**src/rtl/core/assert_macros.svh**
```systemverilog
// Assertion helpers for the RTL files, included by the sampler.
`ifndef ASSERT_MACROS_SVH
`define ASSERT_MACROS_SVH

// Checks that a condition holds at every clock edge outside reset.
`define PDS_ASSERT(label, cond, msg) \
   label: assert property (@(posedge clock) disable iff (reset) cond) else $error(msg);

// Checks that a condition in one cycle is followed by another in the next cycle.
`define PDS_ASSERT_NEXT(label, pre, post, msg) \
   label: assert property (@(posedge clock) disable iff (reset) pre |=> post) else $error(msg);

`endif

```
**src/rtl/core/pds_dist.sv**
```systemverilog
module pds_dist (
   input  logic        clock,
   input  logic        reset,
   input  logic        vld,
   input  logic [15:0] px,
   input  logic [15:0] py,
   input  logic [14:0] cx,
   input  logic [14:0] cy,
   input  logic [28:0] min_dist_sq,
   output logic        hit
);

   logic signed [16:0] ex;
   logic signed [16:0] ey;
   logic [31:0] sqx_ff, sqx_in;
   logic [31:0] sqy_ff, sqy_in;
   logic vld_ff, vld_in;

   always_comb begin
      ex = $signed({1'b0, px}) - $signed({2'b0, cx});
      ey = $signed({1'b0, py}) - $signed({2'b0, cy});
      sqx_in = 32'(ex * ex);
      sqy_in = 32'(ey * ey);
      vld_in = vld;
   end

   always_ff @(posedge clock) begin
      if (reset) begin
         vld_ff <= 1'b0;
      end else begin
         vld_ff <= vld_in;
      end
      sqx_ff <= sqx_in;
      sqy_ff <= sqy_in;
   end

   assign hit = vld_ff && ((33'(sqx_ff) + 33'(sqy_ff)) < 33'(min_dist_sq));

endmodule

```
**config.mk**
```make
export PLATFORM = sky130hd
export DESIGN_NAME = pds_dist
export DESIGN_NICKNAME = d
export VERILOG_FILES = /design/src/rtl/core/assert_macros.svh /design/src/rtl/core/pds_dist.sv
export SDC_FILE = /design/constraint.sdc
export NUM_CORES = 1
export LEC_CHECK = 0
export ABC_AREA = 0
export BUFFER_PORTS_ARGS = -buffer_cell sky130_fd_sc_hd__buf_4
export CAP_MARGIN = 20
export CELL_PAD_IN_SITES_DETAIL_PLACEMENT = 0
export CELL_PAD_IN_SITES_GLOBAL_PLACEMENT = 1
export CORE_MARGIN = 2
export CORE_UTILIZATION = 25
export CTS_CLUSTER_DIAMETER = 120
export DETAILED_ROUTE_END_ITERATION = 10
export GPL_ROUTABILITY_DRIVEN = 0
export HOLD_SLACK_MARGIN = 0.1
export PLACE_DENSITY = 0.57
export SLEW_MARGIN = 30
export SYNTH_ARGS = -nofsm -noshare
export SYNTH_HDL_FRONTEND = slang
export SYNTH_SLANG_ARGS = --single-unit
```
**constraint.sdc**
```tcl
create_clock -name clock -period 9.1 [get_ports clock]
set_clock_uncertainty 0.15 [all_clocks]
set_input_delay 1.82 -clock clock [delete_from_list [all_inputs] [get_ports clock]]
set_output_delay 1.82 -clock clock [all_outputs]
set_load 0.01 [all_outputs]
```
# --- After elaboration in Yosys (flattened, before gate mapping) ---
# Index checks and enable logic that the tools add are counted.
word_totals:
  regBits: 65
  input_bits: 94
  out_inout_bits: 1
  wordCells: 10
classes:
  add_sub_neg: 3
  n_mul: 2
  magnitude_cmp: 1
  n_reduce_logical: 1
op_table:
  columns: ["operator", "count"]
  rows:
  - ["multiplier 17 x 17 -> 32 bit", 2]
  - ["subtractor 16 x 15 -> 17 bit", 2]
  - ["adder 32 x 32 -> 33 bit", 1]
  - ["less-than comparator 33 x 29 -> 1 bit", 1]
  - ["logical AND 1 bit", 1]

# --- Logic depth before layout (Yosys ltp) ---
# Gate-level depths: netlist of the first run.
logic_depth:
  ltp_word: 3
  mapped_depth: 34

# --- Worst setup path before layout of the first run ---
# No wires, ideal clock.
synth_timing:
  path_kind: "input-to-reg"
  from: "input py[0]"
  to: "register sqy_ff[31]"
  setup_ns: 0.121
  arrival_ns: 9.305
  setup_slack_ns: -0.477
  path_stages: 32
  path_cell_list: "inv_1 > ha_1 > fa_1 > nor2b_1 > o21ai_1 > a21oi_1 > o221a_2 > nor3_2 > o31ai_1 > a31oi_2 > inv_2 > buf_2 > nor2_1 > fa_1 > inv_1 > fa_1 > fa_1 > inv_1 > fa_1 > fa_1 > inv_1 > fa_1 > inv_1 > ha_1 > a21o_1 > a221o_1 > a221o_1 > a21o_1 > a41oi_1 > a21oi_1 > a31oi_1 > xnor2_1"
synth_between:
  elab_chain_len: 2
synth_rtl:
  columns: ["element", "line", "text"]
  rows:
  - ["start: declaration", "pds_dist.sv:6", "input logic [15:0] py,"]
  - ["subtractor 16 x 15 -> 17 bit", "pds_dist.sv:21", "ey = $signed({1'b0, py}) - $signed({2'b0, cy});"]
  - ["multiplier 17 x 17 -> 32 bit", "pds_dist.sv:23", "sqy_in = 32'(ey * ey);"]
  - ["via sqy_in[31]", "pds_dist.sv:16", "logic [31:0] sqy_ff, sqy_in;"]
  - ["end signal: assignment", "pds_dist.sv:34", "sqy_ff <= sqy_in;"]
  - ["end: declaration", "pds_dist.sv:16", null]
# The timed path passes the listed nets, and every way through them passes these cells.
# A chain may end at the register's enable or synchronous reset.

# --- Final worst setup path of the first run ---
layout_timing:
  from: "input cx[1]"
  to: "register sqx_ff[30]"
layout_between:
  elab_chain_len: 2
layout_rtl:
  columns: ["element", "line", "text"]
  rows:
  - ["start: declaration", "pds_dist.sv:7", "input logic [14:0] cx,"]
  - ["subtractor 16 x 15 -> 17 bit", "pds_dist.sv:20", "ex = $signed({1'b0, px}) - $signed({2'b0, cx});"]
  - ["multiplier 17 x 17 -> 32 bit", "pds_dist.sv:22", "sqx_in = 32'(ex * ex);"]
  - ["via sqx_in[30]", "pds_dist.sv:15", "logic [31:0] sqx_ff, sqx_in;"]
  - ["end signal: assignment", "pds_dist.sv:33", "sqx_ff <= sqx_in;"]
  - ["end: declaration", "pds_dist.sv:15", null]
# The timed path passes the listed nets, and every way through them passes these cells.

==> flow_summary.ini, run 1 <==
[detailed_routing]
drc = 0
routed-via-count = 17237
post_drt_wl_per_cell_um = 13.4
ant_nets = 0
drt_pass1_iterations = 4
viasPerCell = 4.19
wl_um = 55200
drt_iter0_markers = 609

[synth]
synth-edff-count = 0
synth_seq_cells = 63
synth_top_area_share_pct = 45.0
synthCells = 2524
syn-cell-area_mm2 = 0.0229
yosys-top-cells-area = fa_1 (45%), ha_1 (14%), inv_1 (11%)
syn_avg_cell_area_um2 = 9.06
synth_warnings = 0
yosysSeqAreaShare_pct = 5.51
synth_area_leader_cell = fa_1
synthFlopType = dfxtp_1
ys_types = 75
ys_async_sr_fraction_pct = 0
synth_fp_nets = 3382

[final_layout]
multiInputGateArea_mm2 = 0.0194
antennaDiodeCount = 0
seqCellArea_mm2 = 0.00126
fin_util_pct = 31.6
nets = 3792
layout-drive-gt1-share_pct = 21.0
final_cell_area_mm2 = 0.0285
syn2layout_area_growth_pct = 24.8
nFillCells = 9589

[floorplanning]
fp.dieH_um = 306
core_area_mm2 = 0.0903
ioPinCount = 95
die_w_um = 306
die-area_mm2 = 0.0939
initial_core_util_pct = 25.3
fp-row-count = 110

[clock_network]
cts_max_level = 3
clock_sinks = 63
cts_tree = built
cts-root-buf = clkbuf_16
cts_buffer_depth = 2
cts_made_buffers = 9
cts.hold.buffers_added = 0
clk_pin_slew_ns = 0.06

[global_routing]
grt_pass1_vias = 18696
grt_busiest_layer = met2
grtUsageMet3_pct = 1.22
use_met1_pct = 17.2
grt_pass1_wl_um = 93400
grt_max_degree = 18
grt_util_met2_pct = 21.8
antenna_found_initial = 1
grt_usage_pct = 12.4
grt_overflow = 0

[setup_path]
critPathCaptureType = flop
crit_required_ns = 9.20
slowest_stage = fa_1
worstSetupStartpointType = input port
cp_common_cell = fa_1
critPathKind = input port to flop
arrival_ns = 9.04
cp_max_fo = 6
cp_slowest_stage_delay_ns = 0.53

[sta]
fmax_mhz = 112
worst_slew_pin_slew_ns = 0.774
maxSlewHeadroom_pct = 47.9
rsz0062_at_grt = true
finalHoldViolations = 0
whs_ns = 1.49
finalCriticalPeriod_ns = 8.94
report.final.slew_viol_count = 0
tns_ns = 0
min_period_over_period_pct = 98.2
setup_violations = 0

[min_path]
hold_path.class = input port to flop

[placement]
place_area_mm2 = 0.0274
place_hpwl_um = 50100
port_buffers = 94

[status]
status = completed

[run]
drv_cap = 0
stage by stage:
step	setup slack [ns]	instances
final	0.161	4115
after global routing	-0.109	4115
after floorplan	0.000669	2524
after global placement	-0.566	4070
after detailed placement	-0.577	4071
after CTS	0.000905	4088
registers in the layout, indices dropped and copies added, names as in the netlist:
name and count:
sqx_ff 31, sqy_ff 31, vld_ff 1
worst max-delay path: cells and delay by family:
family                     cells  cell delay (ns)
adders and majority gates      8             3.37
and+or+nand+nor                6             0.92
AOI/OAI and AO/OA              9             2.02
buffers and inverters          8             0.79
xor gates and xnor gates       1             0.15
cells in the mapped netlist, types with 12 or more instances:
master	instances
a211oi_1	12
a21o_1	43
a21oi_1	71
and3_1	17
clkbuf_1	37
dfxtp_1	63
fa_1	514
ha_1	250
inv_1	680
inv_2	26
nand2_1	204
nand2b_1	14
nand3_1	13
nor2_1	198
nor2b_1	23
nor3_1	24
o21a_1	19
o21ai_0	41
or3_1	14
xnor2_1	98
xor2_1	32
kinds of logic (layout without fill, tap and decap cells):
kind of cell	count (synthesis)	in the layout	share of synthesized area [%]
DFF	63	63	5.51
AOI/OAI and AO/OA	267	267	7.80
muxes	2	2	0.0875
buffers and inverters	750	1165	12.3
xor gates and xnor gates	131	131	5.05
and+or+nand+nor	547	547	10.6
adders and majority gates	764	764	58.7
layer usage:
layer	wire length (um)	part of all wire [%]	vias to the layer above
li1	-	-	8435
met1	26400	48	8664
met2	27600	50	129
met3	1170	2.1	9
met4	93	0.17	0
met5	0	0	-
area by class of cell:
| cell class | instances | area share, % |
|---|---|---|
| multi-input combinational | 1711 | 68.1 |
| timing repair buffer | 439 | 11.9 |
| inverter | 710 | 9.36 |
| tap | 1176 | 5.16 |
| sequential | 63 | 4.42 |
| clock buffer | 9 | 0.789 |
| clock inverter | 7 | 0.342 |
final timing paths:
check                 startpoint          to  cells after the start
worst min-delay path       reset      vld_ff                      2
worst max-delay path       cx[1]  sqx_ff[30]                     32
layout by cell type, fill, tap and decap left out, drive strengths merged, types with 6 or more instances in the layout:
cell type | synthesis | layout
o21ai | 49 | 49
nand4 | 8 | 8
xor2 | 32 | 32
dfxtp | 63 | 63
xnor2 | 99 | 99
or3 | 14 | 14
o211ai | 6 | 6
nor3 | 26 | 26
buf | 3 | 439
and3 | 17 | 17
nor2b | 23 | 23
clkbuf | 37 | 9
nand2b | 14 | 14
a21o | 43 | 43
nor4 | 6 | 6
a31oi | 8 | 8
nand2 | 204 | 204
o21a | 19 | 19
inv | 706 | 708
ha | 250 | 250
a31o | 6 | 6
a211oi | 12 | 12
fa | 514 | 514
and2 | 6 | 6
nand3 | 13 | 13
nor2 | 199 | 199
a21oi | 72 | 72
repair_timing:
action                     4_1_cts  5_1_grt
pin swaps                        3       68
setup buffers                    1       29
gates resized for setup          5      142
cloned                           0        0
setup endpoints to repair        4       18
Power of run 1 is left out: the tool's default activity adds up to more than one toggle a clock period on the data nets, which glitch-free logic cannot reach.
==> run 2: changes to the inputs <==
- BUFFER_PORTS_ARGS: -buffer_cell sky130_fd_sc_hd__buf_4 -> -buffer_cell sky130_fd_sc_hd__buf_2
- SETUP_SLACK_MARGIN: unset -> 0.02
==> run 2 against run 1 <==
  * First-iteration DRC count shrank 2.8%
  * Core utilization decreased by 0.20 points
  * Setup slack worse by 0.053 ns
  * Maximum frequency shrank 0.59%
  * Critical path type unchanged
==> flow_summary.ini, run 2 (same netlist as run 1, synthesis figures left out) <==
[status]
status = completed

[setup_path]
path_depth = 33
crit_family = adder cells
cp_slowest_stage_delay_ns = 0.56
cp_max_fo = 5
critPathKind = input port to flop
crit_required_ns = 9.22
worstSetupStartpointType = input port
cp_common_cell = fa_1
slowest_stage = fa_1
arrival_ns = 9.11
cp_num_buf_inv = 8
critPathCaptureType = flop

[detailed_routing]
post_drt_wl_per_cell_um = 13.5
wl_um = 55400
viasPerCell = 4.19
ant_nets = 0
drt_pass1_iterations = 5
drc = 0
routed-via-count = 17184
drt_iter0_markers = 592

[sta]
report.final.slew_viol_count = 0
whs_ns = 1.52
setup_violations = 0
worst_slew_pin_slew_ns = 0.920
maxSlewHeadroom_pct = 38.0
finalHoldViolations = 0
finalCriticalPeriod_ns = 8.99
fmax_mhz = 111
rsz0062_at_grt = true
min_period_over_period_pct = 98.8

[final_layout]
final_common_cell = inv_1
final_cell_mix = inv_1 (659), fa_1 (506), buf_4 (321)
multiInputGateArea_mm2 = 0.0196
layout-drive-gt1-share_pct = 21.2
syn2layout_area_growth_pct = 24.0
nFillCells = 9689
largestRegisters = sqx_ff (31), sqy_ff (31), vld_ff (1)
nets = 3781
seqCellArea_mm2 = 0.00126

[global_routing]
grt_overflow = 0
grt_pass1_vias = 18867
antenna_found_initial = 5
grt_usage_pct = 12.6
grt_util_met2_pct = 21.9
grt_max_degree = 18
grt_pass1_wl_um = 94600
grt_busiest_layer = met2
grtUsageMet3_pct = 1.28
use_met1_pct = 17.3

[floorplanning]
core_area_mm2 = 0.0903
die-area_mm2 = 0.0939
fp.dieH_um = 306
die_w_um = 306
ioPinCount = 95
fp-row-count = 110
initial_core_util_pct = 25.3

[run]
drv_cap = 0

[clock_network]
cts-root-buf = clkbuf_16
cts_buffer_depth = 2
clock_sinks = 63
cts.hold.buffers_added = 0
cts_made_buffers = 9
cts_max_level = 3
clk_pin_slew_ns = 0.05
cts_tree = built

[placement]
place_hpwl_um = 50300
port_buffers = 94

[min_path]
hold_path.class = input port to flop
whs_path_depth = 2
[run 2: cell types whose count changed in the layout (fill, tap and decap cells not counted), moves of 3 or more]
| cell | previous run | this run |
|---|---|---|
| buf_6 | 9 | 14 |
| buf_2 | 1 | 90 |
| inv_1 | 664 | 659 |
| buf_4 | 423 | 321 |
| ha_2 | 5 | 0 |
| inv_2 | 42 | 45 |
| nand2_4 | 2 | 5 |
| ha_4 | 12 | 18 |
[run 2: per-layer routing]
metal  vias up  part of all wire [%]
met5         -                 0.061
met4         6                  0.82
met3        29                   2.6
met2       141                    50
met1      8612                    47
li1       8396                     -
[run 2: stage by stage]
step | cells | util (%) | setup TNS [ns] | instance area [um2] | setup WS (ns)
after floorplan | 2524 | - | 0 | 23000 | 0.000669
after global placement | 4072 | 30.1 | -4.48 | 27100 | -0.584
after detailed placement | 4073 | 30.1 | -4.79 | 27100 | -0.608
after CTS | 4090 | 30.5 | 0 | 27500 | 0.0279
after global routing | 4104 | 31.4 | -0.454 | 28400 | -0.148
final | 4104 | 31.4 | 0 | 28400 | 0.107
[run 2: path summary, 6_finish.rpt]
kind	startpoint	endpoint
setup / recovery	py[0]	sqy_ff[31]
hold / removal	reset	vld_ff
[run 2: area by class of cell]
type	instances	share of cell area, %
Multi-Input combinational cell	1711	69.1
Timing Repair Buffer	428	10.8
Inverter	710	9.43
Tap cell	1176	5.19
Sequential cell	63	4.45
Clock buffer	11	0.891
Clock inverter	4	0.159
Antenna cell	1	0.00882
[run 2: what timing repair did]
item / 4_1_cts / 5_1_grt
cloned: 0 / 0
gates resized for setup: 11 / 167
buffers inserted: 2 / 15
pin swaps: 8 / 83
endpoints found under the setup margin: 5 / 21
Power of run 2 is left out for the same reason.
